File: config.mk
export PLATFORM = sky130hd
export DESIGN_NAME = kdce_fifo
export DESIGN_NICKNAME = d
export VERILOG_FILES = /design/src/sv/kdce_pkg.sv /design/src/sv/kdce_fifo.sv
export SDC_FILE = /design/constraint.sdc
export NUM_CORES = 1
export LEC_CHECK = 0
export ABC_AREA = 1
export BUFFER_PORTS_ARGS = -buffer_cell sky130_fd_sc_hd__buf_2
export CELL_PAD_IN_SITES_DETAIL_PLACEMENT = 1
export CELL_PAD_IN_SITES_GLOBAL_PLACEMENT = 2
export CORE_AREA = 2 2 119 121
export CTS_BUF_LIST = sky130_fd_sc_hd__clkbuf_8
export CTS_CLUSTER_DIAMETER = 200
export DETAILED_ROUTE_END_ITERATION = 16
export DIE_AREA = 0 0 121 123
export PLACE_DENSITY_LB_ADDON = 0.1
export SYNTH_ARGS = -nofsm -noshare
export SYNTH_HDL_FRONTEND = slang
export SYNTH_SLANG_ARGS = --single-unit
File: constraint.sdc
create_clock -name clk_i -period 7.6 [get_ports clk_i]
set_clock_uncertainty 0.15 [all_clocks]
set_input_delay 0.76 -clock clk_i [delete_from_list [all_inputs] [get_ports clk_i]]
set_output_delay 0.76 -clock clk_i [all_outputs]
set_load 0.005 [all_outputs]
File: src/sv/kdce_pkg.sv
// Package for the key-frame / delta coefficient encoder.
// Holds the sizes, codes and transaction types shared by every module of the block.
// No dependencies.
package kdce_pkg;

  // Store geometry.
  localparam int NUM_FIELDS  = 8;
  localparam int MAX_PATCHES = 4096;
  localparam int NUM_COEFFS  = 10;
  localparam int STORE_DEPTH = NUM_FIELDS * MAX_PATCHES * NUM_COEFFS;
  localparam int ADDR_W      = $clog2(STORE_DEPTH);

  // Field widths.
  localparam int FIELD_W = 3;
  localparam int PATCH_W = 12;
  localparam int COEFF_W = 4;
  localparam int VALUE_W = 32;
  localparam int FRAME_W = 16;
  localparam int TOL_W   = 31;

  // Remainder unit: one dividend bit per step.
  localparam int DIV_CNT_W = $clog2(FRAME_W);

  // Queue between the front and back ends.
  localparam int FIFO_DEPTH = 2;
  localparam int FIFO_PTR_W = $clog2(FIFO_DEPTH);
  localparam int FIFO_CNT_W = $clog2(FIFO_DEPTH + 1);

  // Configuration port.
  localparam int CFG_IDX_W  = 1;
  localparam int CFG_DATA_W = 32;
  localparam logic [CFG_IDX_W-1:0] CFG_DELTA_TOL    = 1'd0;
  localparam logic [CFG_IDX_W-1:0] CFG_KEY_INTERVAL = 1'd1;
  localparam logic [TOL_W-1:0]     TOL_RESET        = 31'd655;
  localparam logic [FRAME_W-1:0]   INTERVAL_RESET   = 16'd100;

  // Result kinds.
  localparam logic KIND_KEY   = 1'b0;
  localparam logic KIND_DELTA = 1'b1;

  typedef struct packed {
    logic [FIELD_W-1:0]        field_id;
    logic [PATCH_W-1:0]        patch_index;
    logic [COEFF_W-1:0]        coeff_index;
    logic signed [VALUE_W-1:0] coeff_value;
    logic [FRAME_W-1:0]        frame_number;
    logic                      last_coeff;
  } in_item_t;

  typedef struct packed {
    logic                      kind;
    logic [FIELD_W-1:0]        out_field;
    logic [PATCH_W-1:0]        out_patch;
    logic [COEFF_W-1:0]        out_coeff;
    logic signed [VALUE_W-1:0] out_value;
    logic                      last_of_run;
  } out_item_t;

  // Classified item passed from the front end to the back end.
  typedef struct packed {
    logic [ADDR_W-1:0]         addr;
    logic [FIELD_W-1:0]        field_id;
    logic [PATCH_W-1:0]        patch_index;
    logic [COEFF_W-1:0]        coeff_index;
    logic signed [VALUE_W-1:0] coeff_value;
    logic                      last_coeff;
    logic                      key;
  } cls_item_t;

endpackage

File: src/sv/kdce_fifo.sv
// Short queue of classified items between the front and back ends.
// Depends on kdce_pkg.
module kdce_fifo (
  input  logic                clk_i,
  input  logic                rst_ni,
  input  logic                push_i,
  input  kdce_pkg::cls_item_t push_item_i,
  output logic                full_o,
  input  logic                pop_i,
  output kdce_pkg::cls_item_t head_o,
  output logic                empty_o
);

  kdce_pkg::cls_item_t               entry_q [kdce_pkg::FIFO_DEPTH];
  logic [kdce_pkg::FIFO_PTR_W-1:0]   wr_ptr_q, rd_ptr_q;
  logic [kdce_pkg::FIFO_CNT_W-1:0]   count_q;

  assign full_o  = (count_q == kdce_pkg::FIFO_CNT_W'(kdce_pkg::FIFO_DEPTH));
  assign empty_o = (count_q == '0);
  assign head_o  = entry_q[rd_ptr_q];

  // Pointers and fill count.
  always_ff @(posedge clk_i or negedge rst_ni) begin
    if (!rst_ni) begin
      wr_ptr_q <= '0;
      rd_ptr_q <= '0;
      count_q  <= '0;
    end else begin
      if (push_i) begin
        wr_ptr_q <= (wr_ptr_q == kdce_pkg::FIFO_PTR_W'(kdce_pkg::FIFO_DEPTH - 1)) ?
                    '0 : wr_ptr_q + 1'b1;
      end
      if (pop_i) begin
        rd_ptr_q <= (rd_ptr_q == kdce_pkg::FIFO_PTR_W'(kdce_pkg::FIFO_DEPTH - 1)) ?
                    '0 : rd_ptr_q + 1'b1;
      end
      if (push_i && !pop_i) begin
        count_q <= count_q + 1'b1;
      end else if (pop_i && !push_i) begin
        count_q <= count_q - 1'b1;
      end
    end
  end

  // Entry storage.
  always_ff @(posedge clk_i) begin
    if (push_i) begin
      entry_q[wr_ptr_q] <= push_item_i;
    end
  end

`ifndef SYNTHESIS
  // Neither side may overrun or underrun the queue.
  assert property (@(posedge clk_i) disable iff (!rst_ni)
    (push_i |-> (!full_o || pop_i)) and (pop_i |-> !empty_o))
    else $error("fifo: overrun or underrun");
`endif

endmodule

==> results of run 1 <==
-- sequential cells by signal (all words and copies together), names as in the netlist --
register  flops
entry_q     144
count_q       2
rd_ptr_q      1
wr_ptr_q      1
-- final timing paths --
| path | startpoint | endpoint | slack (ps) |
|---|---|---|---|
| worst max-delay path | rd_ptr_q | head_o[52] | 4110 |
| worst max register to register | rd_ptr_q | rd_ptr_q | 5550 |
| worst min-delay path | push_item_i[56] | entry_q[1][56] | 360 |
| worst min register to register | count_q[1] | count_q[1] | 370 |
| max in group asynchronous | rst_ni | rd_ptr_q | 6650 |
| min in group asynchronous | rst_ni | rd_ptr_q | 510 |
-- area by class of cell --
class	count	share of cell area (%)
Sequential cell	148	63.3
Multi-Input combinational cell	86	16.5
Timing Repair Buffer	153	11.1
Clock buffer	17	3.34
Tap cell	180	3.22
Clock inverter	15	2.04
Inverter	7	0.393
Antenna cell	1	0.0358
-- critical path: cells and delay by family, from the launching register on --
family                 cells  cell delay [ps]
muxes                      1              400
DFF                        1              810
buffers and inverters      2              870
-- power groups by stage --
stage	clock, uW	sequential (uW)	combinational (uW)
4_1_cts	589	1180	735
5_1_grt	618	1200	776
2_1_floorplan	0	1140	576
3_5_place_dp	0	1200	731
6_report	564	1170	711
3_3_place_gp	0	1190	726
-- through the flow --
step,power [uW],setup WS [ps],cell area [um^2],hold WS (ps),utilization [%]
detailed placement,1930,4530,6610,357,48.5
CTS,2500,4030,6990,325,51.4
floorplan,1720,3130,5750,313,-
global placement,1910,4520,6610,331,48.5
global route,2590,3950,7000,324,51.4
finish,2450,4110,7000,365,51.4
-- cell usage after synthesis, types with 2 or more instances --
cell type,number,area [um^2]
sky130_fd_sc_hd__buf_12,7,140
sky130_fd_sc_hd__dfrtp_1,4,100
sky130_fd_sc_hd__edfxtp_1,144,4320
sky130_fd_sc_hd__inv_1,7,26.3
sky130_fd_sc_hd__mux2_2,3,33.8
sky130_fd_sc_hd__mux2_4,69,1040
sky130_fd_sc_hd__nand2_1,5,18.8
sky130_fd_sc_hd__nor2_1,3,11.3
sky130_fd_sc_hd__xor2_1,2,17.5
-- layer usage --
layer  global-route usage, %  share of wire, %  routed length (um)  up-vias
met5                       0                 0                   0        -
met4                    7.41               1.7                 172        0
met3                    6.50               8.7                 875       12
met2                    23.6                52                5190       93
met1                    15.7                38                3780     1365
li1                        -                 -                   -     1297
-- cell families (layout without fill, tap and decap cells) --
group                    count (synthesis)  in the layout  share of synthesized area (%)
other                                    0              1                              0
multiplexers                            72             72                           18.6
AND/OR/NAND/NOR                         10             10                          0.718
buffers and inverters                   15            192                           3.09
XOR/XNOR                                 3              3                          0.457
adder cells (fa/ha/maj)                  1              1                          0.217
flip-flops                             148            148                           76.9
==> impl_metrics.json, run 1 <==
{
  "result_of_the_run": "complete, no violations",
  "syn_inst": 249,
  "dr.pass1.iters": 4,
  "slew_headroom_pct": 33.9,
  "worstPathCellList": "buf_4 -> mux2_2 -> buf_2",
  "synth_top_flop_cell": "sky130_fd_sc_hd__edfxtp_1",
  "crit_arrival_ps": 2580,
  "post-dp-hpwl_mm": 6.43,
  "core_area_mm2": 0.0136,
  "irDropWorstVdd_mv": 0.186,
  "hold_path_depth": 1,
  "count_of_final_max_slew_check_failures": 0,
  "power_report.internal_total_uw": 1780,
  "clock-sinks": 148,
  "worst_pin_slew_ps": 992,
  "critPathMaxStageDelay_ps": 810,
  "power.combinational.fraction_pct": 29.0,
  "synth-warning-count": 0,
  "core.rowCount": 43,
  "synth.ff_latch_count": 148,
  "power.density_mw_per_mm2": 350,
  "vias_in_the_first_global_route": 3048,
  "clockPowerShare_pct": 23.0,
  "cts_repair_resize_count": 0,
  "finalHoldViolCount": 0,
  "p_seq_share_pct": 48.0,
  "syn-cell-area_mm2": 0.00575,
  "p_sw_uw": 667,
  "io_buffers": 149,
  "largest_net_degree_at_the_start_of_global_routing": 73,
  "drt-wirelength-per-cell_um": 16.5,
  "final-seq-area_mm2": 0.00443,
  "critPathKind": "reg2out",
  "drive_gt1_share_pct": 60.1,
  "cts.htree.levels": 4,
  "avgSynthCellArea_um2": 23.1,
  "cts_made_buffers": 17,
  "cp-end-kind": "output port",
  "cts_hold_buffers": 1,
  "wire_length_of_the_first_global_routing_pass_mm": 15.6,
  "mappedNetlistNets": 326,
  "setup_viol": 0,
  "gp_congestion": 0.697,
  "timing.max_cap.violations": 0,
  "fillerInstances": 1324,
  "unrepaired_setup_endpoints_after_global_routing": "false",
  "timing.final.crit_share_pct": 45.9,
  "timing.critical_path.slowest_stage_cell": "sky130_fd_sc_hd__dfrtp_4",
  "die_area_mm2": 0.0149,
  "final.min_clock_period_ps": 3490,
  "crit_fanout": 43,
  "io_pins": 150,
  "tritoncts": "yes",
  "cts_setup_buffers": 0,
  "ys_async_sr_fraction_pct": 2.70,
  "die_x_um": 121,
  "critical_path_required_ps": 6690,
  "via_count": 2767,
  "synth-edff-count": 144,
  "clock_insertion_delay_worst_skew_ps": 430,
  "grt.overflow.total": 0,
  "fin_nets": 490,
  "clock_tree.buffer_depth": 2,
  "power_leakage_uw": 0.00283,
  "die_boundary_height_um": 123,
  "drt-vias-per-instance": 4.56,
  "final_common_cell": "sky130_fd_sc_hd__buf_2",
  "clock_transition_time_at_the_flip_flop_clock_pins_of_the_worst_setup_and_hold_paths_ps": 80,
  "layoutNonFillerInstCount": 607,
  "finalSetupTns_ps": 0,
  "clk_root_buffer_cell": "sky130_fd_sc_hd__clkbuf_8",
  "track_usage_pct": 14.3,
  "antenna_left": 0,
  "most-common-layout-cells": "149 x sky130_fd_sc_hd__buf_2, 144 x sky130_fd_sc_hd__edfxtp_1, 69 x sky130_fd_sc_hd__mux2_4",
  "proportion_of_total_power_due_to_net_switching_pct": 27.2,
  "yosysSeqAreaShare_pct": 76.9,
  "multi_input_comb_area_mm2": 0.00116,
  "placedCellCount": 573,
  "timing.reg2reg.worst_path_depth": 2,
  "class_of_the_tightest_hold_or_removal_check": "in2reg",
  "start_kind": "flop",
  "totalWireLength_mm": 10.0,
  "first_iter_violations": 166,
  "initial_antenna_violation_count": 1,
  "initial_utilization_pct": 42.3,
  "drc_errors": 0,
  "max_freq_ghz": 0.287,
  "post_synth_num_cell_types": 14,
  "flow.area_growth_from_synthesis_pct": 21.6
}
No activity file was read; power rests on OpenSTA's default activity.
==> run 2, diff against run 1 <==
Settings changed: ABC_AREA 1 to 0, CORE_AREA 2 2 119 121 to 2 2 128 130, DIE_AREA 0 0 121 123 to 0 0 130 132.
Clock period 7.6 ns to 3 ns, I/O delays scaled along.
==> run 2 against run 1 <==
Net effect:
- design area up 11%
- sequential share of layout area down 6.0 points
- power up 150%
- critical path depth unchanged
- register-to-register slack worse by 4300 ps
- non-clock buffer count up 78
- first-iteration DRC count down 23%
- worst hold slack worse by 320 ps
- utilization down 2.2 points
- global-route usage down 0.47 points
- setup slack worse by 3500 ps
- combinational power rose to 2.9 times the previous value
- largest power group unchanged
==> impl_metrics.json, run 2 <==
{
  "result_of_the_run": "complete, no violations",
  "core_area_mm2": 0.0157,
  "class_of_the_tightest_hold_or_removal_check": "in2async",
  "hold_ws_ps": 48.7,
  "initial_utilization_pct": 36.5,
  "initial_antenna_violation_count": 0,
  "post_synth_num_cell_types": 13,
  "drc_errors": 0,
  "cts_repair_resize_count": 0,
  "synth_top_flop_cell": "sky130_fd_sc_hd__edfxtp_1",
  "crit_fanout": 33,
  "start_kind": "flop",
  "critical_path.endpoint": "head_o[41]",
  "unrepaired_setup_endpoints_after_global_routing": "false",
  "cp-end-kind": "output port",
  "finalHoldViolCount": 0,
  "via_count": 3073,
  "clock-sinks": 148,
  "timing.max_cap.violations": 0,
  "totalWireLength_mm": 11.3,
  "most-common-layout-cells": "149 x sky130_fd_sc_hd__buf_2, 144 x sky130_fd_sc_hd__edfxtp_1, 75 x sky130_fd_sc_hd__dlygate4sd3_1",
  "timing.critical_path.slowest_stage_cell": "sky130_fd_sc_hd__buf_4",
  "cts.htree.levels": 4,
  "post-synth-top-count-cell": "sky130_fd_sc_hd__edfxtp_1",
  "worst_pin_slew_ps": 650,
  "count_of_final_max_slew_check_failures": 0,
  "ys_async_sr_fraction_pct": 2.70,
  "clock_insertion_delay_worst_skew_ps": 420,
  "cell_taking_the_most_area_after_synthesis": "sky130_fd_sc_hd__edfxtp_1",
  "wire_length_of_the_first_global_routing_pass_mm": 17.7,
  "final_power_uw": 6110,
  "synth-edff-count": 144,
  "track_usage_pct": 13.9,
  "setup_viol": 0,
  "slew_headroom_pct": 56.7,
  "fin_nets": 559,
  "clock_tree.buffer_depth": 2,
  "yosysSeqAreaShare_pct": 77.2,
  "critical_path.top_delay_family": "buffers and inverters",
  "clk_root_buffer_cell": "sky130_fd_sc_hd__clkbuf_8",
  "post_synth_main_area_contributors": "sky130_fd_sc_hd__edfxtp_1 75%, sky130_fd_sc_hd__mux2_4 18%, sky130_fd_sc_hd__buf_12 2.4%",
  "dr.pass1.iters": 4,
  "timing.reg2reg.worst_path_depth": 2,
  "final_common_cell": "sky130_fd_sc_hd__buf_2",
  "final.min_clock_period_ps": 2350,
  "die_boundary_height_um": 132,
  "yosys.area.top_type_share_pct": 75.4,
  "synth_common_cells": "144 x sky130_fd_sc_hd__edfxtp_1, 69 x sky130_fd_sc_hd__mux2_4, 7 x sky130_fd_sc_hd__buf_12",
  "placement.cell_area_mm2": 0.00669,
  "power_leakage_uw": 0.00315,
  "critPathMaxStageDelay_ps": 540,
  "die_x_um": 130,
  "clock_transition_time_at_the_flip_flop_clock_pins_of_the_worst_setup_and_hold_paths_ps": 70,
  "power.density_mw_per_mm2": 790,
  "avgSynthCellArea_um2": 23.9,
  "max_freq_ghz": 0.426,
  "synth.ff_latch_count": 148,
  "antenna_left": 0,
  "r2r_setup_slack_ps": 1230,
  "timing.final.crit_share_pct": 78.2,
  "largest_net_degree_at_the_start_of_global_routing": 41,
  "stages_on_worst_setup_path": 3,
  "die_area_mm2": 0.0172,
  "crit_arrival_ps": 1900,
  "fillerInstances": 1527,
  "grt.overflow.total": 0,
  "tritoncts": "yes",
  "critPathKind": "reg2out",
  "r2r-end": "entry_q[1][32]",
  "synth-warning-count": 0,
  "finalSetupTns_ps": 0,
  "num_antenna_cells": 0,
  "gp_congestion": 0.676,
  "rr_startpoint": "wr_ptr_q",
  "post-dp-hpwl_mm": 7.13,
  "syn-cell-area_mm2": 0.00573,
  "drive_gt1_share_pct": 50.9,
  "biggestRegsByFlops": "entry_q: 144 flops, count_q: 2 flops",
  "drt-vias-per-instance": 4.32,
  "flip_flop_count_of_the_largest_register_after_layout": 144,
  "io_buffers": 149,
  "largest-register": "entry_q",
  "flow.area_growth_from_synthesis_pct": 34.9,
  "syn_inst": 240,
  "critical_path_required_ps": 2550,
  "launching_element_of_the_worst_setup_path": "rd_ptr_q",
  "multi_input_comb_area_mm2": 0.00116,
  "mappedNetlistNets": 317,
  "vias_in_the_first_global_route": 3392,
  "drt-wirelength-per-cell_um": 15.9,
  "final-seq-area_mm2": 0.00443,
  "final_instance_area_mm2": 0.00773,
  "worstPathBufferInverterCount": 2,
  "worstPathCellList": "buf_4 -> mux2_4 -> buf_2",
  "core.rowCount": 46,
  "irDropWorstVdd_mv": 0.448,
  "io_pins": 150,
  "first_iter_violations": 128,
  "cts_made_buffers": 17
}
[run 2: cell types whose count changed after synthesis, sizes merged, moves of 2 or more]
cell	before	now
inv	7	1
nand2	5	0
nor2b	0	2
xor2	2	4
[run 2: worst register-to-register path, delay by kind of cell (launching register included)]
kind                   cells  cell delay (ps)
flip-flops                 1              430
AND/OR/NAND/NOR            1              520
buffers and inverters      1              360
[run 2: cell type report]
| cell class | instances | share of cell area, % |
|---|---|---|
| well taps | 216 | 3.49 |
| clock inverters | 15 | 0.793 |
| inverters | 1 | 0.0485 |
| multi-input cells | 83 | 15.0 |
| flip-flops and latches | 148 | 57.3 |
| clock buffers | 17 | 3.03 |
| repair buffers | 231 | 20.4 |
[run 2: per-layer routing]
layer	routed length [um]	share of wire [%]	track usage, %	up-vias
li1	-	-	-	1432
met1	4530	40	15.9	1536
met2	5990	53	23.9	92
met3	597	5.3	4.14	13
met4	189	1.7	6.09	0
met5	0	0	0	-
[run 2: metrics by stage]
stage          utilization [%]  std cells  setup slack (ps)
2_1_floorplan                -        240               138
3_3_place_gp              42.6        604              1090
3_5_place_dp              42.6        604              1080
4_1_cts                   49.2        711               585
5_1_grt                   49.2        711               542
6_report                  49.2        711               654
[run 2: kinds of logic after synthesis]
| group | count (synthesis) | share of synthesized area [%] |
|---|---|---|
| flip-flops | 148 | 77.2 |
| buffers and inverters | 9 | 2.71 |
| AND/OR/NAND/NOR | 5 | 0.458 |
| adder cells (fa/ha/maj) | 1 | 0.218 |
| multiplexers | 72 | 18.7 |
| XOR/XNOR | 5 | 0.764 |
[run 2: repair_timing]
item	4_1_cts	5_1_grt
setup buffers	0	0
endpoints found under the hold margin	150	0
hold buffers	75	0
setup endpoints to repair	0	0
[run 2: power by group]
part	switching (uW)	leakage [uW]	internal, uW
Sequential	115	0.00140	2750
Combinational	905	0.00157	1150
Clock	669	0.000178	531
Total	1690	0.00315	4420
[run 2: worst min path at each step]
stage,startpoint,endpoint,slack (ps),cells after the start
3_5_place_dp,rst_ni,count_q[0],-40,1
5_1_grt,rst_ni,count_q[1],50,2
3_3_place_gp,rst_ni,count_q[1],-40,1
4_1_cts,rst_ni,count_q[0],10,2
6_report,rst_ni,count_q[0],50,2
2_1_floorplan,rst_ni,count_q[0],-150,0
