**src/sv/kdce_pkg.sv**
```systemverilog
// Package for the key-frame / delta coefficient encoder.
// Holds the sizes, codes and transaction types shared by every module of the block.
// No dependencies.
package kdce_pkg;

  // Store geometry.
  localparam int NUM_FIELDS  = 8;
  localparam int MAX_PATCHES = 4096;
  localparam int NUM_COEFFS  = 10;
  localparam int STORE_DEPTH = NUM_FIELDS * MAX_PATCHES * NUM_COEFFS;
  localparam int ADDR_W      = $clog2(STORE_DEPTH);

  // Field widths.
  localparam int FIELD_W = 3;
  localparam int PATCH_W = 12;
  localparam int COEFF_W = 4;
  localparam int VALUE_W = 32;
  localparam int FRAME_W = 16;
  localparam int TOL_W   = 31;

  // Remainder unit: one dividend bit per step.
  localparam int DIV_CNT_W = $clog2(FRAME_W);

  // Queue between the front and back ends.
  localparam int FIFO_DEPTH = 2;
  localparam int FIFO_PTR_W = $clog2(FIFO_DEPTH);
  localparam int FIFO_CNT_W = $clog2(FIFO_DEPTH + 1);

  // Configuration port.
  localparam int CFG_IDX_W  = 1;
  localparam int CFG_DATA_W = 32;
  localparam logic [CFG_IDX_W-1:0] CFG_DELTA_TOL    = 1'd0;
  localparam logic [CFG_IDX_W-1:0] CFG_KEY_INTERVAL = 1'd1;
  localparam logic [TOL_W-1:0]     TOL_RESET        = 31'd655;
  localparam logic [FRAME_W-1:0]   INTERVAL_RESET   = 16'd100;

  // Result kinds.
  localparam logic KIND_KEY   = 1'b0;
  localparam logic KIND_DELTA = 1'b1;

  typedef struct packed {
    logic [FIELD_W-1:0]        field_id;
    logic [PATCH_W-1:0]        patch_index;
    logic [COEFF_W-1:0]        coeff_index;
    logic signed [VALUE_W-1:0] coeff_value;
    logic [FRAME_W-1:0]        frame_number;
    logic                      last_coeff;
  } in_item_t;

  typedef struct packed {
    logic                      kind;
    logic [FIELD_W-1:0]        out_field;
    logic [PATCH_W-1:0]        out_patch;
    logic [COEFF_W-1:0]        out_coeff;
    logic signed [VALUE_W-1:0] out_value;
    logic                      last_of_run;
  } out_item_t;

  // Classified item passed from the front end to the back end.
  typedef struct packed {
    logic [ADDR_W-1:0]         addr;
    logic [FIELD_W-1:0]        field_id;
    logic [PATCH_W-1:0]        patch_index;
    logic [COEFF_W-1:0]        coeff_index;
    logic signed [VALUE_W-1:0] coeff_value;
    logic                      last_coeff;
    logic                      key;
  } cls_item_t;

endpackage

```
**src/sv/kdce_front.sv**
```systemverilog
// Front end of the encoder: accepts input transactions, drops out-of-range items,
// decides key frames with a bit-serial remainder unit and pushes the result to the queue.
// Depends on kdce_pkg.
module kdce_front (
  input  logic                          clk_i,
  input  logic                          rst_ni,
  input  logic                          in_valid_i,
  output logic                          in_stall_o,
  input  kdce_pkg::in_item_t            in_item_i,
  input  logic [kdce_pkg::FRAME_W-1:0]  key_interval_i,
  output logic                          push_o,
  output kdce_pkg::cls_item_t           push_item_o,
  input  logic                          full_i
);

  typedef enum logic [2:0] {
    F_IDLE = 3'b001,
    F_DIV  = 3'b010,
    F_PUSH = 3'b100
  } front_state_e;

  front_state_e                       state_q, state_d;
  kdce_pkg::in_item_t                 item_q;
  logic                               key_q, key_d;
  logic [kdce_pkg::FRAME_W-1:0]       div_q, dvd_q, rem_q;
  logic [kdce_pkg::FRAME_W-1:0]       rem_next;
  logic [kdce_pkg::FRAME_W:0]         rem_shift;
  logic [kdce_pkg::DIV_CNT_W-1:0]     cnt_q;
  logic                               accept;
  logic                               in_range;

  assign in_stall_o = (state_q != F_IDLE);
  assign accept     = in_valid_i && (state_q == F_IDLE);

  // Items addressing past the store are dropped without effect.
  assign in_range = (int'(in_item_i.field_id) < kdce_pkg::NUM_FIELDS) &&
                    (int'(in_item_i.patch_index) < kdce_pkg::MAX_PATCHES) &&
                    (int'(in_item_i.coeff_index) < kdce_pkg::NUM_COEFFS);

  // One restoring step of frame_number modulo key_interval.
  always_comb begin
    rem_shift = {rem_q, dvd_q[kdce_pkg::FRAME_W-1]};
    if (rem_shift >= {1'b0, div_q}) begin
      rem_next = kdce_pkg::FRAME_W'(rem_shift - {1'b0, div_q});
    end else begin
      rem_next = rem_shift[kdce_pkg::FRAME_W-1:0];
    end
  end

  // Next state and key decision.
  always_comb begin
    state_d = state_q;
    key_d   = key_q;
    unique case (state_q)
      F_IDLE: begin
        if (accept && in_range) begin
          if (in_item_i.frame_number == '0) begin
            key_d   = 1'b1;
            state_d = F_PUSH;
          end else if (key_interval_i == '0) begin
            key_d   = 1'b0;
            state_d = F_PUSH;
          end else begin
            state_d = F_DIV;
          end
        end
      end
      F_DIV: begin
        if (cnt_q == kdce_pkg::DIV_CNT_W'(kdce_pkg::FRAME_W - 1)) begin
          key_d   = (rem_next == '0);
          state_d = F_PUSH;
        end
      end
      F_PUSH: begin
        if (!full_i) begin
          state_d = F_IDLE;
        end
      end
      default: state_d = F_IDLE;
    endcase
  end

  always_ff @(posedge clk_i or negedge rst_ni) begin
    if (!rst_ni) begin
      state_q <= F_IDLE;
      key_q   <= 1'b0;
      cnt_q   <= '0;
    end else begin
      state_q <= state_d;
      key_q   <= key_d;
      if (state_q == F_DIV) begin
        cnt_q <= cnt_q + 1'b1;
      end else begin
        cnt_q <= '0;
      end
    end
  end

  // Item and divider datapath.
  always_ff @(posedge clk_i) begin
    if (accept) begin
      item_q <= in_item_i;
      div_q  <= key_interval_i;
      dvd_q  <= in_item_i.frame_number;
      rem_q  <= '0;
    end else if (state_q == F_DIV) begin
      dvd_q <= {dvd_q[kdce_pkg::FRAME_W-2:0], 1'b0};
      rem_q <= rem_next;
    end
  end

  // Classified item toward the back end.
  always_comb begin
    push_item_o.addr = kdce_pkg::ADDR_W'(
        (kdce_pkg::ADDR_W'(item_q.field_id) * kdce_pkg::ADDR_W'(kdce_pkg::MAX_PATCHES) +
         kdce_pkg::ADDR_W'(item_q.patch_index)) * kdce_pkg::ADDR_W'(kdce_pkg::NUM_COEFFS) +
        kdce_pkg::ADDR_W'(item_q.coeff_index));
    push_item_o.field_id    = item_q.field_id;
    push_item_o.patch_index = item_q.patch_index;
    push_item_o.coeff_index = item_q.coeff_index;
    push_item_o.coeff_value = item_q.coeff_value;
    push_item_o.last_coeff  = item_q.last_coeff;
    push_item_o.key         = key_q;
  end

  assign push_o = (state_q == F_PUSH) && !full_i;

`ifndef SYNTHESIS
  // The remainder unit never runs with a zero divisor.
  assert property (@(posedge clk_i) disable iff (!rst_ni)
    (state_q == F_DIV) |-> (div_q != '0))
    else $error("front: remainder step with zero divisor");

  // The last remainder step always hands over to the push state.
  assert property (@(posedge clk_i) disable iff (!rst_ni)
    ((state_q == F_DIV) && (cnt_q == kdce_pkg::DIV_CNT_W'(kdce_pkg::FRAME_W - 1)))
      |=> (state_q == F_PUSH))
    else $error("front: remainder unit did not finish");
`endif

endmodule

```
**config.mk**
```make
export PLATFORM = sky130hd
export DESIGN_NAME = kdce_front
export DESIGN_NICKNAME = d
export VERILOG_FILES = /design/src/sv/kdce_pkg.sv /design/src/sv/kdce_front.sv
export SDC_FILE = /design/constraint.sdc
export NUM_CORES = 1
export LEC_CHECK = 0
export BUFFER_PORTS_ARGS = -buffer_cell sky130_fd_sc_hd__buf_4
export CAP_MARGIN = 20
export CORE_MARGIN = 2
export CORE_UTILIZATION = 48
export CTS_BUF_LIST = sky130_fd_sc_hd__clkbuf_2
export CTS_CLUSTER_SIZE = 28
export DETAILED_ROUTE_END_ITERATION = 10
export GPL_TIMING_DRIVEN = 0
export HOLD_SLACK_MARGIN = 0.06
export PLACE_DENSITY = 0.81
export SETUP_SLACK_MARGIN = 0.02
export SLEW_MARGIN = 20
export SYNTH_ARGS = -nofsm -noshare
export SYNTH_HDL_FRONTEND = slang
export SYNTH_SLANG_ARGS = --single-unit
```
**constraint.sdc**
```tcl
create_clock -name clk_i -period 11.1 [get_ports clk_i]
set_input_delay 2.22 -clock clk_i [delete_from_list [all_inputs] [get_ports clk_i]]
set_output_delay 2.22 -clock clk_i [all_outputs]
set_load 0.01 [all_outputs]
```
==> results of run 1 <==
==> through the flow <==
step                      instances  total power, W
final                           886         0.00178
after global routing            886         0.00191
after CTS                       885         0.00178
after detailed placement        869         0.00156
after global placement          867         0.00151
after floorplan                 534         0.00121
==> report_power, final <==
group / internal [W] / leakage (nW) / total, W / switching [W]
sequential: 0.000569 / 1.02 / 0.000617 / 0.0000484
combinational: 0.000426 / 2.11 / 0.000938 / 0.000511
clock: 0.0000787 / 0.0892 / 0.000222 / 0.000144
total: 0.00107 / 3.21 / 0.00178 / 0.000703
==> routing by layer <==
layer  wire length (um)  vias to the layer above  part of all wire (%)
li1                   -                     2387                     -
met1               6470                     2426                    42
met2               7830                      170                    51
met3                804                       25                   5.2
met4                284                        0                   1.8
met5                  0                        -                     0
==> sequential cells by signal (all words and copies together) (netlist names) <==
signal,flops
dvd_q,16
cnt_q,4
state_q,3
div_q,16
key_q,1
rem_q,16
push_item_o,52
==> worst register-to-register path, delay by kind of cell (launching register included) <==
kind	cells	cell delay (ps)
DFF	1	400
adders and majority gates	1	270
AOI/OAI and AO/OA	3	750
muxes	1	410
buffers and inverters	2	350
and+or+nand+nor	3	1260
==> cell usage in the layout (no fill, tap or decap), drive strengths merged, types with 8 or more instances in the layout <==
master and count:
a21oi 24, nor3 14, buf 167, clkbuf 15
xor2 13, nand4 9, nor4 15, ha 46
nor3b 8, dfxtp 16, nand2 31, o21ai 37
inv 42, a21o 8, mux2 18, xnor2 19
mux2i 9, nor2 23, edfxtp 84
==> area by class of cell <==
| class | instances | area [um2] |
|---|---|---|
| fillers | 1108 | 4780 |
| flip-flops and latches | 108 | 3040 |
| multi-input cells | 377 | 2880 |
| repair buffers | 163 | 1260 |
| well taps | 172 | 215 |
| inverters | 39 | 146 |
| clock inverters | 7 | 103 |
| plain buffers | 10 | 47.5 |
| clock buffers | 9 | 45.0 |
| diodes | 1 | 2.50 |
==> kinds of logic after synthesis <==
logic type	count (synthesis)	synth area share (%)
AND/OR/NAND/NOR	144	13.2
buffers and inverters	49	3.15
flip-flops	108	49.8
AO/OA/AOI/OAI	125	14.0
adder cells (fa/ha/maj)	49	10.4
multiplexers	27	4.79
XOR/XNOR	32	4.58
==> path summary, 6_finish.rpt <==
| path | start | slack, ps | cells after the start | endpoint |
|---|---|---|---|---|
| max in group asynchronous | rst_ni | 9530 | 1 | state_q[0] |
| worst min-delay path | cnt_q[0] | 490 | 1 | cnt_q[0] |
| worst min register to register | cnt_q[0] | 490 | 1 | cnt_q[0] |
| worst max register to register | div_q[11] | 7610 | 10 | key_q |
| min in group asynchronous | rst_ni | 1330 | 1 | cnt_q[0] |
| worst max-delay path | push_item_o[41] | 4420 | 13 | push_item_o[69] |
==> Yosys cell counts (all sizes together) (8+ instances only) <==
| cell | number | share of area, % |
|---|---|---|
| edfxtp | 84 | 41 |
| ha | 46 | 9.4 |
| inv | 38 | 2.3 |
| o21ai | 37 | 3.0 |
| nand2 | 31 | 1.9 |
| a21oi | 24 | 2.0 |
| nor2 | 23 | 1.5 |
| xnor2 | 19 | 2.7 |
| mux2 | 18 | 3.3 |
| dfxtp | 16 | 5.2 |
| nor4 | 15 | 1.5 |
| nor3 | 14 | 1.1 |
| xor2 | 13 | 1.9 |
| mux2i | 9 | 1.5 |
| nand4 | 9 | 1.0 |
| a21o | 8 | 0.98 |
| nor3b | 8 | 0.98 |
==> implementation parameters, run 1 <==
Parameter                              Value

Run status
  Status ... complete, no violations

GRT
  Global-route met3 utilization ... between 3 and 4%
  Maximum number of pins on one net before global-route repair ... 31
  Busiest layer in global routing ... met2
  Global-route wire length before repair ... between 20 and 25 mm
  Overall Global Routing Usage ... between 20% and 30%
  Met2 demand-to-capacity share in global routing ... around two fifths
  Overflow after GRT ... 0
  Antenna violations before repair ... 1
  Global routing usage on met1 ... 28.7%
  Via count of the first global-routing pass ... ~5.0k

Pwr
  Leak pwr ... roughly 3.2 nW
  Power per standard cell area ... between 200 and 250 nW/um2
  Worst vdd rail ir drop ... about 0.15 mV

Worst setup path
  Startpoint Class ... register
  Top cell by count, worst path ... sky130_fd_sc_hd__ha_1
  CP peak stage delay ... roughly 510 ps
  Cell family with the largest share of critical-path delay ... simple AND/OR/NAND/NOR gates
  Crit-path cells ... ha_1 -> ha_1 -> inv_1 -> fa_1 -> nor2b_4 -> o31a_1 -> o221a_4 -> or4_1 -> and3_4 -> or3b_4 -> or3_4 -> xor2_1 -> buf_4
  Largest fanout on the critical path ... 4
  Data arrival time of the critical path ... 4460 ps
  Data required time of the worst path ... 8880 ps
  Critical Setup Path Class ... register to output pin
  Number of buffer and inverter instances along the worst setup path ... 2
  Critical-path cell with the highest stage delay ... sky130_fd_sc_hd__edfxtp_1
  Endpoint type of the worst setup path ... output pin

STA
  Max Clock Freq ... ~150 MHz
  Final setup vio count ... 0
  Max_slew headroom ... about half
  Setup total negative slack ... 0 ps
  Clock skew after layout ... approximately 39 ps
  Post-route setup slack ... ~4400 ps
  RSZ-0062 raised after global routing ... no
  Total count of max-transition violations in the final report ... 0
  Period utilisation layout ... 60.1%
  Hold slack ... about 500 ps
  Final critical-path required period ... between 6000 and 7000 ps
  Tightest Pin Transition ... roughly 720 ps
  Number of hold violations in the final report ... 0

Place
  Post-place instance area ... approximately 7600 um2
  Final RePlAce weighted congestion ... about 0.93
  Input/output buffers ... between 150 and 200
  Detailed placer's ending HPWL ... between 10 and 15 mm
  Pre-CTS setup slack ... around 5100 ps

Clocking
  Post-CTS Hold Fix Bufs ... 0
  Setup repair bufs after CTS ... 0
  TritonCTS buffer count ... 9
  Cells resized by post-CTS repair ... 0
  TritonCTS clock tree ... yes
  TritonCTS Sinks ... between 100 and 150
  Latest clock arrival within the worst-skew pair ... 620 ps
  CTS H-tree depth ... 3
  Clk Tree Root Cell ... sky130_fd_sc_hd__clkbuf_2
  Maximum clock insertion buffer count ... 2
  Clock transition time at the flip-flop clock pins of the worst setup and hold paths ... between 300 and 400 ps

Detailed routing
  Remaining antenna violation count ... 0
  Number of vias in the routed layout ... about 5.0k
  Number of violations reported at the end of detailed-routing iteration 0 ... 374
  1st-pass router iterations ... 5
  Avg WL per Cell ... roughly 17 um
  Mean number of vias per cell ... approximately 5.7
  Number of DRC violations after detailed routing ... 0
  Final Routed Wirelength ... between 15 and 20 mm

Finish
  Final design instance area without fill ... slightly below 8000 um2
  Area growth syn-to-layout ... 26.5%
  Share of post-route cells with drive strength above 1 ... between 30% and 40%
  NumNets Final ... approximately 850
  Layout Utilization ... around 62%

Synthesis
  Mapped cell area ... 6110 um2
  Average instance area after synthesis ... ~11 um2
  Warnings from Yosys ... 0
  Number of distinct library cells after synthesis ... 70
  Sequential area share after synthesis ... 49.8%
  Share of flip-flops with an asynchronous set or reset ... under 10%
  Number of cells produced by synthesis ... between 500 and 600
  Synthesis-stage register bit count ... ~110
  Dominant register cell in the synthesized netlist ... sky130_fd_sc_hd__edfxtp_1
  Synthesized netlist net count ... around 670
  Number of enable-type register cells in the synthesized netlist ... between 80 and 90

Job
  Max-cap violations ... 0

Floorplanning
  Die footprint ... ~14000 um2
  Width of the die ... roughly 120 um
  Initial cell density of the core ... about half
  Total core area ... ~13000 um2
  Number of primary I/O pins ... between 150 and 200
  Num rows ... 41
  Die boundary height ... between 100 and 150 um

Min path
  Type of the most critical hold path ... register to register
Note: power is estimated with default switching activity, not from simulation.
==> inputs of run 2 (changes only) <==
--- a/config.mk
+++ b/config.mk
@@ -14,7 +14,7 @@
 export DETAILED_ROUTE_END_ITERATION = 10
 export GPL_TIMING_DRIVEN = 0
 export HOLD_SLACK_MARGIN = 0.06
-export PLACE_DENSITY = 0.81
+export PLACE_DENSITY = 0.84
 export SETUP_SLACK_MARGIN = 0.02
 export SLEW_MARGIN = 20
 export SYNTH_ARGS = -nofsm -noshare
==> constraint.sdc (replaced) <==
create_clock -name clk_i -period 6 [get_ports clk_i]
set_input_delay 1.2 -clock clk_i [delete_from_list [all_inputs] [get_ports clk_i]]
set_output_delay 1.2 -clock clk_i [all_outputs]
set_load 0.01 [all_outputs]
==> implementation parameters, run 2 (synthesis results as in run 1) <==
Parameter                              Value

Run status
  Status ... complete, no violations (unchanged)

Floorplanning
  Width of the die ... 117 um (unchanged)
  Number of primary I/O pins ... 162 (unchanged)
  Initial cell density of the core ... 48.8% (unchanged)
  Die footprint ... 13700 um2 (unchanged)
  Total core area ... 12500 um2 (unchanged)
  Num rows ... 41 (unchanged)
  Die boundary height ... 117 um (unchanged)

Worst setup path
  Data arrival time of the critical path ... 4390 ps (was 4460 ps)
  Endpoint type of the worst setup path ... output pin (unchanged)
  Data required time of the worst path ... 4800 ps (was 8880 ps)
  Startpoint Class ... register (unchanged)
  Top cell by count, worst path ... sky130_fd_sc_hd__ha_1 (unchanged)
  Largest fanout on the critical path ... 4 (unchanged)
  Cell family with the largest share of critical-path delay ... simple AND/OR/NAND/NOR gates (unchanged)
  Reg-to-reg startpoint ... dvd_q[15] (was div_q[11])
  Startpoint of the most critical setup path ... push_item_o[39] (was push_item_o[41])
  Crit-path cells ... ha_1 -> ha_1 -> inv_1 -> fa_1 -> nor2b_4 -> o31a_1 -> o221a_4 -> or4_1 -> and3_4 -> or3b_4 -> or3_4 -> xor2_1 -> buf_4 (unchanged)
  CP peak stage delay ... 510 ps (about the same)
  Critical Setup Path Class ... register to output pin (unchanged)
  Critical-path cell with the highest stage delay ... sky130_fd_sc_hd__edfxtp_1 (unchanged)
  Number of buffer and inverter instances along the worst setup path ... 2 (unchanged)

Finish
  Most frequent cells in the layout ... 163 x sky130_fd_sc_hd__buf_4, 84 x sky130_fd_sc_hd__edfxtp_1, 46 x sky130_fd_sc_hd__ha_1 (unchanged)
  Share of post-route cells with drive strength above 1 ... 30.4% (unchanged)
  Flip-flop count of the largest register after layout ... 52 (unchanged)
  Area of all sequential standard cells ... 3040 um2 (unchanged)
  Multi-input logic area ... 2880 um2 (unchanged)
  Fillcell total ... 1065 (was 1108)
  Most common library cell in the layout ignoring fill and taps ... sky130_fd_sc_hd__buf_4 (unchanged)
  NumNets Final ... 845 (unchanged)
  Layout Utilization ... 61.6% (was 61.8%)
  Final design instance area without fill ... 7710 um2 (was 7740 um2)
  Area growth syn-to-layout ... 26.2% (was 26.5%)

Pwr
  Net switching power figure ... 0.00130 W (was 0.000703 W)
  Worst vdd rail ir drop ... 0.216 mV (was 0.149 mV)
  Part of the power in registers ... 35.2% (was 34.7%)
  Power per standard cell area ... 421 nW/um2 (was 230 nW/um2)
  Clk network pwr share ... 11.3% (was 12.5%)
  Proportion of total power due to net switching ... 40.1% (was 39.6%)
  Leak pwr ... 3.20 nW (was 3.21 nW)
  Relative contribution of combinational cells to total power ... 53.5% (was 52.8%)
  Cell-internal power ... 0.00194 W (was 0.00107 W)

GRT
  Global-route wire length before repair ... 23.5 mm (was 24.2 mm)
  Via count of the first global-routing pass ... 4858 (was 5001)
  Overall Global Routing Usage ... 22.2% (was 22.6%)
  Overflow after GRT ... 0 (unchanged)
  Antenna violations before repair ... 1 (unchanged)
  Maximum number of pins on one net before global-route repair ... 34 (was 31)

Detailed routing
  Number of vias in the routed layout ... 4993 (was 5008)
  Number of violations reported at the end of detailed-routing iteration 0 ... 419 (was 374)
  Avg WL per Cell ... 17.3 um (was 17.4 um)
  Mean number of vias per cell ... 5.64 (was 5.65)
  Final Routed Wirelength ... 15.3 mm (was 15.4 mm)
  Number of DRC violations after detailed routing ... 0 (unchanged)
  Remaining antenna violation count ... 0 (unchanged)
  1st-pass router iterations ... 5 (unchanged)

Clocking
  TritonCTS buffer count ... 9 (unchanged)
  TritonCTS clock tree ... yes (unchanged)
  Clock transition time at the flip-flop clock pins of the worst setup and hold paths ... 320 ps (about the same)
  Clk Tree Root Cell ... sky130_fd_sc_hd__clkbuf_2 (unchanged)
  Setup repair bufs after CTS ... 0 (unchanged)
  CTS H-tree depth ... 3 (unchanged)
  Maximum clock insertion buffer count ... 2 (unchanged)
  TritonCTS Sinks ... 108 (unchanged)
  Post-CTS Hold Fix Bufs ... 0 (unchanged)
  Cells resized by post-CTS repair ... 0 (unchanged)
  Latest clock arrival within the worst-skew pair ... 630 ps (was 620 ps)

STA
  Number of hold violations in the final report ... 0 (unchanged)
  Setup total negative slack ... 0 ps (unchanged)
  Max_slew headroom ... 51.2% (was 51.9%)
  Final setup vio count ... 0 (unchanged)
  Period utilisation layout ... ~93%
  Hold slack ... 300 ps (was 493 ps)
  Total count of max-transition violations in the final report ... 0 (unchanged)
  Clock skew after layout ... 52.4 ps (was 38.8 ps)
  Tightest Pin Transition ... 729 ps (was 722 ps)
  Max Clock Freq ... approximately 180 MHz
  Final critical-path required period ... roughly 5600 ps
  RSZ-0062 raised after global routing ... no (unchanged)

Place
  Detailed placer's ending HPWL ... 12.2 mm (was 11.9 mm)
  Final RePlAce weighted congestion ... 0.914 (was 0.927)
  Post-place instance area ... 7580 um2 (was 7590 um2)
  Input/output buffers ... 161 (unchanged)

Job
  Max-cap violations ... 0 (unchanged)

Min path
  Type of the most critical hold path ... input pin to asynchronous set/reset pin (was register to register)
[run 2: power groups by stage]
stage	clock network [W]	registers [W]	logic, W
global placement	0	0.00117	0.00163
detailed placement	0	0.00116	0.00172
global route	0.000407	0.00116	0.00190
floorplan	0	0.00118	0.00106
CTS	0.000381	0.00114	0.00173
finish	0.000368	0.00114	0.00173
[run 2: path summary, 6_finish.rpt]
check	to	slack (ps)	depth (start not counted)
worst max-delay path	push_item_o[69]	410	13
worst min-delay path	state_q[1]	300	1
worst max register to register	key_q	2520	12
worst min register to register	rem_q[15]	490	2
max in group asynchronous	state_q[0]	5470	1
min in group clk_i	rem_q[15]	490	2
[run 2: worst reg2reg max path, cell delays in order, from the launching register on]
cell	delay, ps
sky130_fd_sc_hd__edfxtp_1	460
sky130_fd_sc_hd__inv_1	120
sky130_fd_sc_hd__ha_1	190
sky130_fd_sc_hd__inv_1	60
sky130_fd_sc_hd__fa_1	400
sky130_fd_sc_hd__a211oi_1	610
sky130_fd_sc_hd__o21ai_0	270
sky130_fd_sc_hd__a21oi_1	210
sky130_fd_sc_hd__xnor2_1	130
sky130_fd_sc_hd__nor4b_1	400
sky130_fd_sc_hd__nand3_1	120
sky130_fd_sc_hd__a211o_1	310
sky130_fd_sc_hd__o21ai_1	130
[run 2: layout make-up]
type                            count  share of cell area, %
Clock inverter                      6                   1.05
Timing Repair Buffer              163                   16.2
Sequential cell                   108                   39.5
Multi-Input combinational cell    377                   37.3
Clock buffer                       10                  0.649
Antenna cell                        1                 0.0324
Buffer                             10                  0.616
Inverter                           39                   1.90
Tap cell                          172                   2.79
[run 2: metrics by stage]
| stage | setup WS [ps] | power [W] | std cells |
|---|---|---|---|
| global route | 93.6 | 0.00348 | 886 |
| detailed placement | 1100 | 0.00289 | 869 |
| global placement | 484 | 0.00281 | 867 |
| CTS | 343 | 0.00325 | 885 |
| floorplan | 1290 | 0.00224 | 534 |
| finish | 407 | 0.00324 | 886 |
[run 2: metal layers]
metal	track usage, %	wire length [um]	vias up
li1	-	-	2392
met1	27.7	6540	2416
met2	38.5	7780	164
met3	4.53	741	21
met4	7.61	272	0
met5	0	0	-
==> inputs of run 3 (changes only) <==
--- a/config.mk
+++ b/config.mk
@@ -12,7 +12,6 @@
 export CTS_BUF_LIST = sky130_fd_sc_hd__clkbuf_2
 export CTS_CLUSTER_SIZE = 28
 export DETAILED_ROUTE_END_ITERATION = 10
-export GPL_TIMING_DRIVEN = 0
 export HOLD_SLACK_MARGIN = 0.06
 export PLACE_DENSITY = 0.84
 export SETUP_SLACK_MARGIN = 0.02
==> implementation parameters, run 3 (synthesis results as in run 1) <==
Parameter                              Value

Run status
  Status ... complete, no violations (unchanged)

Detailed routing
  Number of violations reported at the end of detailed-routing iteration 0 ... 520 (was 419)
  Final Routed Wirelength ... 15.2 mm (was 15.3 mm)
  Number of vias in the routed layout ... 4957 (was 4993)
  Mean number of vias per cell ... 5.67 (was 5.64)
  Remaining antenna violation count ... 0 (unchanged)
  Number of DRC violations after detailed routing ... 0 (unchanged)
  Avg WL per Cell ... 17.4 um (was 17.3 um)
  1st-pass router iterations ... 5 (unchanged)

Job
  Max-cap violations ... 0 (unchanged)

Floorplanning
  Die footprint ... 13700 um2 (unchanged)
  Initial cell density of the core ... 48.8% (unchanged)
  Number of primary I/O pins ... 162 (unchanged)
  Total core area ... 12500 um2 (unchanged)
  Width of the die ... 117 um (unchanged)
  Num rows ... 41 (unchanged)
  Die boundary height ... 117 um (unchanged)

Clocking
  Latest clock arrival within the worst-skew pair ... 600 ps (was 630 ps)
  Maximum clock insertion buffer count ... 2 (unchanged)
  TritonCTS Sinks ... 108 (unchanged)
  TritonCTS buffer count ... 9 (unchanged)
  Clock transition time at the flip-flop clock pins of the worst setup and hold paths ... 270 ps (was 320 ps)
  Cells resized by post-CTS repair ... 0 (unchanged)
  CTS H-tree depth ... 3 (unchanged)
  Post-CTS Hold Fix Bufs ... 0 (unchanged)
  Clk Tree Root Cell ... sky130_fd_sc_hd__clkbuf_2 (unchanged)
  TritonCTS clock tree ... yes (unchanged)
  Setup repair bufs after CTS ... 0 (unchanged)

GRT
  Overall Global Routing Usage ... 22.0% (was 22.2%)
  Maximum number of pins on one net before global-route repair ... 87 (was 34)
  Via count of the first global-routing pass ... 4837 (was 4858)
  Overflow after GRT ... 0 (unchanged)
  Antenna violations before repair ... 0 (was 1)
  Global-route wire length before repair ... 23.5 mm (about the same)

STA
  RSZ-0062 raised after global routing ... no (unchanged)
  Number of hold violations in the final report ... 0 (unchanged)
  Max_slew headroom ... 35.4% (was 51.2%)
  Tightest Pin Transition ... 968 ps (was 729 ps)
  Total count of max-transition violations in the final report ... 0 (unchanged)
  Max Clock Freq ... 178 MHz (was 179 MHz)
  Period utilisation layout ... 93.7% (was 93.2%)
  Post-route setup slack ... 378 ps (was 407 ps)
  Clock skew after layout ... 23.9 ps (was 52.4 ps)
  Final critical-path required period ... 5620 ps (was 5590 ps)
  Final setup vio count ... 0 (unchanged)
  Setup total negative slack ... 0 ps (unchanged)

Finish
  Fillcell total ... 1073 (was 1065)
  Flip-flop count of the largest register after layout ... 52 (unchanged)
  Area growth syn-to-layout ... 24.7% (was 26.2%)
  Layout Utilization ... 60.9% (was 61.6%)
  Multi-input logic area ... 2880 um2 (about the same)
  NumNets Final ... 834 (was 845)
  Share of post-route cells with drive strength above 1 ... 30.3% (was 30.4%)
  Most frequent cells in the layout ... 161 x sky130_fd_sc_hd__buf_4, 84 x sky130_fd_sc_hd__edfxtp_1, 46 x sky130_fd_sc_hd__ha_1 (was 163 x sky130_fd_sc_hd__buf_4, 84 x sky130_fd_sc_hd__edfxtp_1, 46 x sky130_fd_sc_hd__ha_1)
  Area of all sequential standard cells ... 3040 um2 (unchanged)
  Most common library cell in the layout ignoring fill and taps ... sky130_fd_sc_hd__buf_4 (unchanged)

Worst setup path
  Data arrival time of the critical path ... 4420 ps (was 4390 ps)
  Cell family with the largest share of critical-path delay ... simple AND/OR/NAND/NOR gates (unchanged)
  Startpoint of the most critical setup path ... push_item_o[39] (unchanged)
  Depth of the worst register-to-register path ... 9 (was 12)
  Capture instance of the worst register-to-register path ... key_q (unchanged)
  Critical-path cell with the highest stage delay ... sky130_fd_sc_hd__edfxtp_1 (unchanged)
  Top cell by count, worst path ... sky130_fd_sc_hd__ha_1 (unchanged)
  Crit-path cells ... ha_1 -> ha_1 -> inv_1 -> fa_1 -> nor2b_4 -> o31a_1 -> o221a_4 -> or4_1 -> and3_4 -> or3b_4 -> or3_4 -> xor2_1 -> buf_4 (unchanged)
  Data required time of the worst path ... 4800 ps (about the same)
  Startpoint Class ... register (unchanged)
  Critical Setup Path Class ... register to output pin (unchanged)
  Reg-to-reg setup timing slack ... 2320 ps (was 2520 ps)
  CP peak stage delay ... 500 ps (was 510 ps)
  Reg-to-reg startpoint ... div_q[11] (was dvd_q[15])
  Number of buffer and inverter instances along the worst setup path ... 2 (unchanged)
  Endpoint type of the worst setup path ... output pin (unchanged)
  Largest fanout on the critical path ... 4 (unchanged)

Pwr
  Net switching power figure ... 0.00125 W (was 0.00130 W)
  Relative contribution of combinational cells to total power ... 53.9% (was 53.5%)
  Clk network pwr share ... 9.7% (was 11.3%)
  Total Power ... 0.00314 W (was 0.00324 W)
  Power per standard cell area ... 412 nW/um2 (was 421 nW/um2)
  Leak pwr ... 3.15 nW (was 3.20 nW)
  Part of the power in registers ... 36.4% (was 35.2%)
  Cell-internal power ... 0.00189 W (was 0.00194 W)
  Worst vdd rail ir drop ... 0.244 mV (was 0.216 mV)
  Proportion of total power due to net switching ... 39.9% (was 40.1%)

Place
  Final RePlAce weighted congestion ... 0.950 (was 0.914)
  Pre-CTS setup slack ... 1050 ps (was 1100 ps)
  Input/output buffers ... 161 (unchanged)
  Detailed placer's ending HPWL ... 11.9 mm (was 12.2 mm)

Min path
  Type of the most critical hold path ... input pin to asynchronous set/reset pin (unchanged)
run 3: cell types whose count changed in the layout (fill, tap and decap cells not counted):
cell,previous run,this run
sky130_fd_sc_hd__buf_12,2,0
sky130_fd_sc_hd__inv_6,3,0
sky130_fd_sc_hd__buf_16,0,1
sky130_fd_sc_hd__buf_2,2,0
sky130_fd_sc_hd__clkinv_2,0,1
sky130_fd_sc_hd__and2_1,2,1
sky130_fd_sc_hd__clkinv_8,1,0
sky130_fd_sc_hd__bufinv_16,1,0
sky130_fd_sc_hd__clkinv_4,1,3
sky130_fd_sc_hd__clkbuf_1,6,0
sky130_fd_sc_hd__clkinvlp_4,0,1
sky130_fd_sc_hd__inv_8,0,1
sky130_fd_sc_hd__buf_4,163,161
sky130_fd_sc_hd__and2_4,0,1
run 3: worst register-to-register path, stage by stage, from the launching register on:
cell and delay, ps:
sky130_fd_sc_hd__edfxtp_1 390, sky130_fd_sc_hd__inv_1 60, sky130_fd_sc_hd__ha_1 450, sky130_fd_sc_hd__nand2_1 140, sky130_fd_sc_hd__or4_1 660, sky130_fd_sc_hd__o21a_1 340, sky130_fd_sc_hd__nor2_2 770, sky130_fd_sc_hd__mux2_2 430
sky130_fd_sc_hd__a211o_1 280, sky130_fd_sc_hd__o21ai_1 110
run 3: layer usage:
layer | track usage [%] | up-vias | part of all wire, %
met5 | 0 | - | 0
met4 | 7.76 | 0 | 2.7
met3 | 3.66 | 33 | 6.4
met2 | 38.3 | 197 | 51
met1 | 27.9 | 2358 | 40
li1 | - | 2369 | -
run 3: final cells by class:
cell class | count | area share, %
clock buffer | 10 | 0.656
inverter | 39 | 1.92
timing repair buffer | 162 | 16.2
clock inverter | 6 | 0.656
antenna | 1 | 0.0328
sequential | 108 | 39.9
tap | 172 | 2.82
multi-input combinational | 377 | 37.8
run 3: worst max path at each step:
stage	to	cells past startpoint	slack, ps
floorplan	push_item_o[69]	12	1290
global placement	push_item_o[69]	13	1200
detailed placement	push_item_o[69]	13	1050
CTS	push_item_o[69]	13	350
global route	push_item_o[69]	13	110
finish	push_item_o[69]	13	380
run 3: stage by stage:
step	std cells	hold WS (ps)	instance area, um2
after floorplan	534	433	6110
after global placement	857	444	7490
after detailed placement	857	461	7490
after CTS	873	317	7590
after global routing	874	298	7620
final	875	368	7620
run 3: power groups by stage:
| stage | logic (W) | registers [W] | clock network (W) |
|---|---|---|---|
| finish | 0.00169 | 0.00114 | 0.000306 |
| global route | 0.00187 | 0.00117 | 0.000345 |
| CTS | 0.00167 | 0.00115 | 0.000319 |
| detailed placement | 0.00166 | 0.00116 | 0 |
| global placement | 0.00160 | 0.00115 | 0 |
| floorplan | 0.00106 | 0.00118 | 0 |
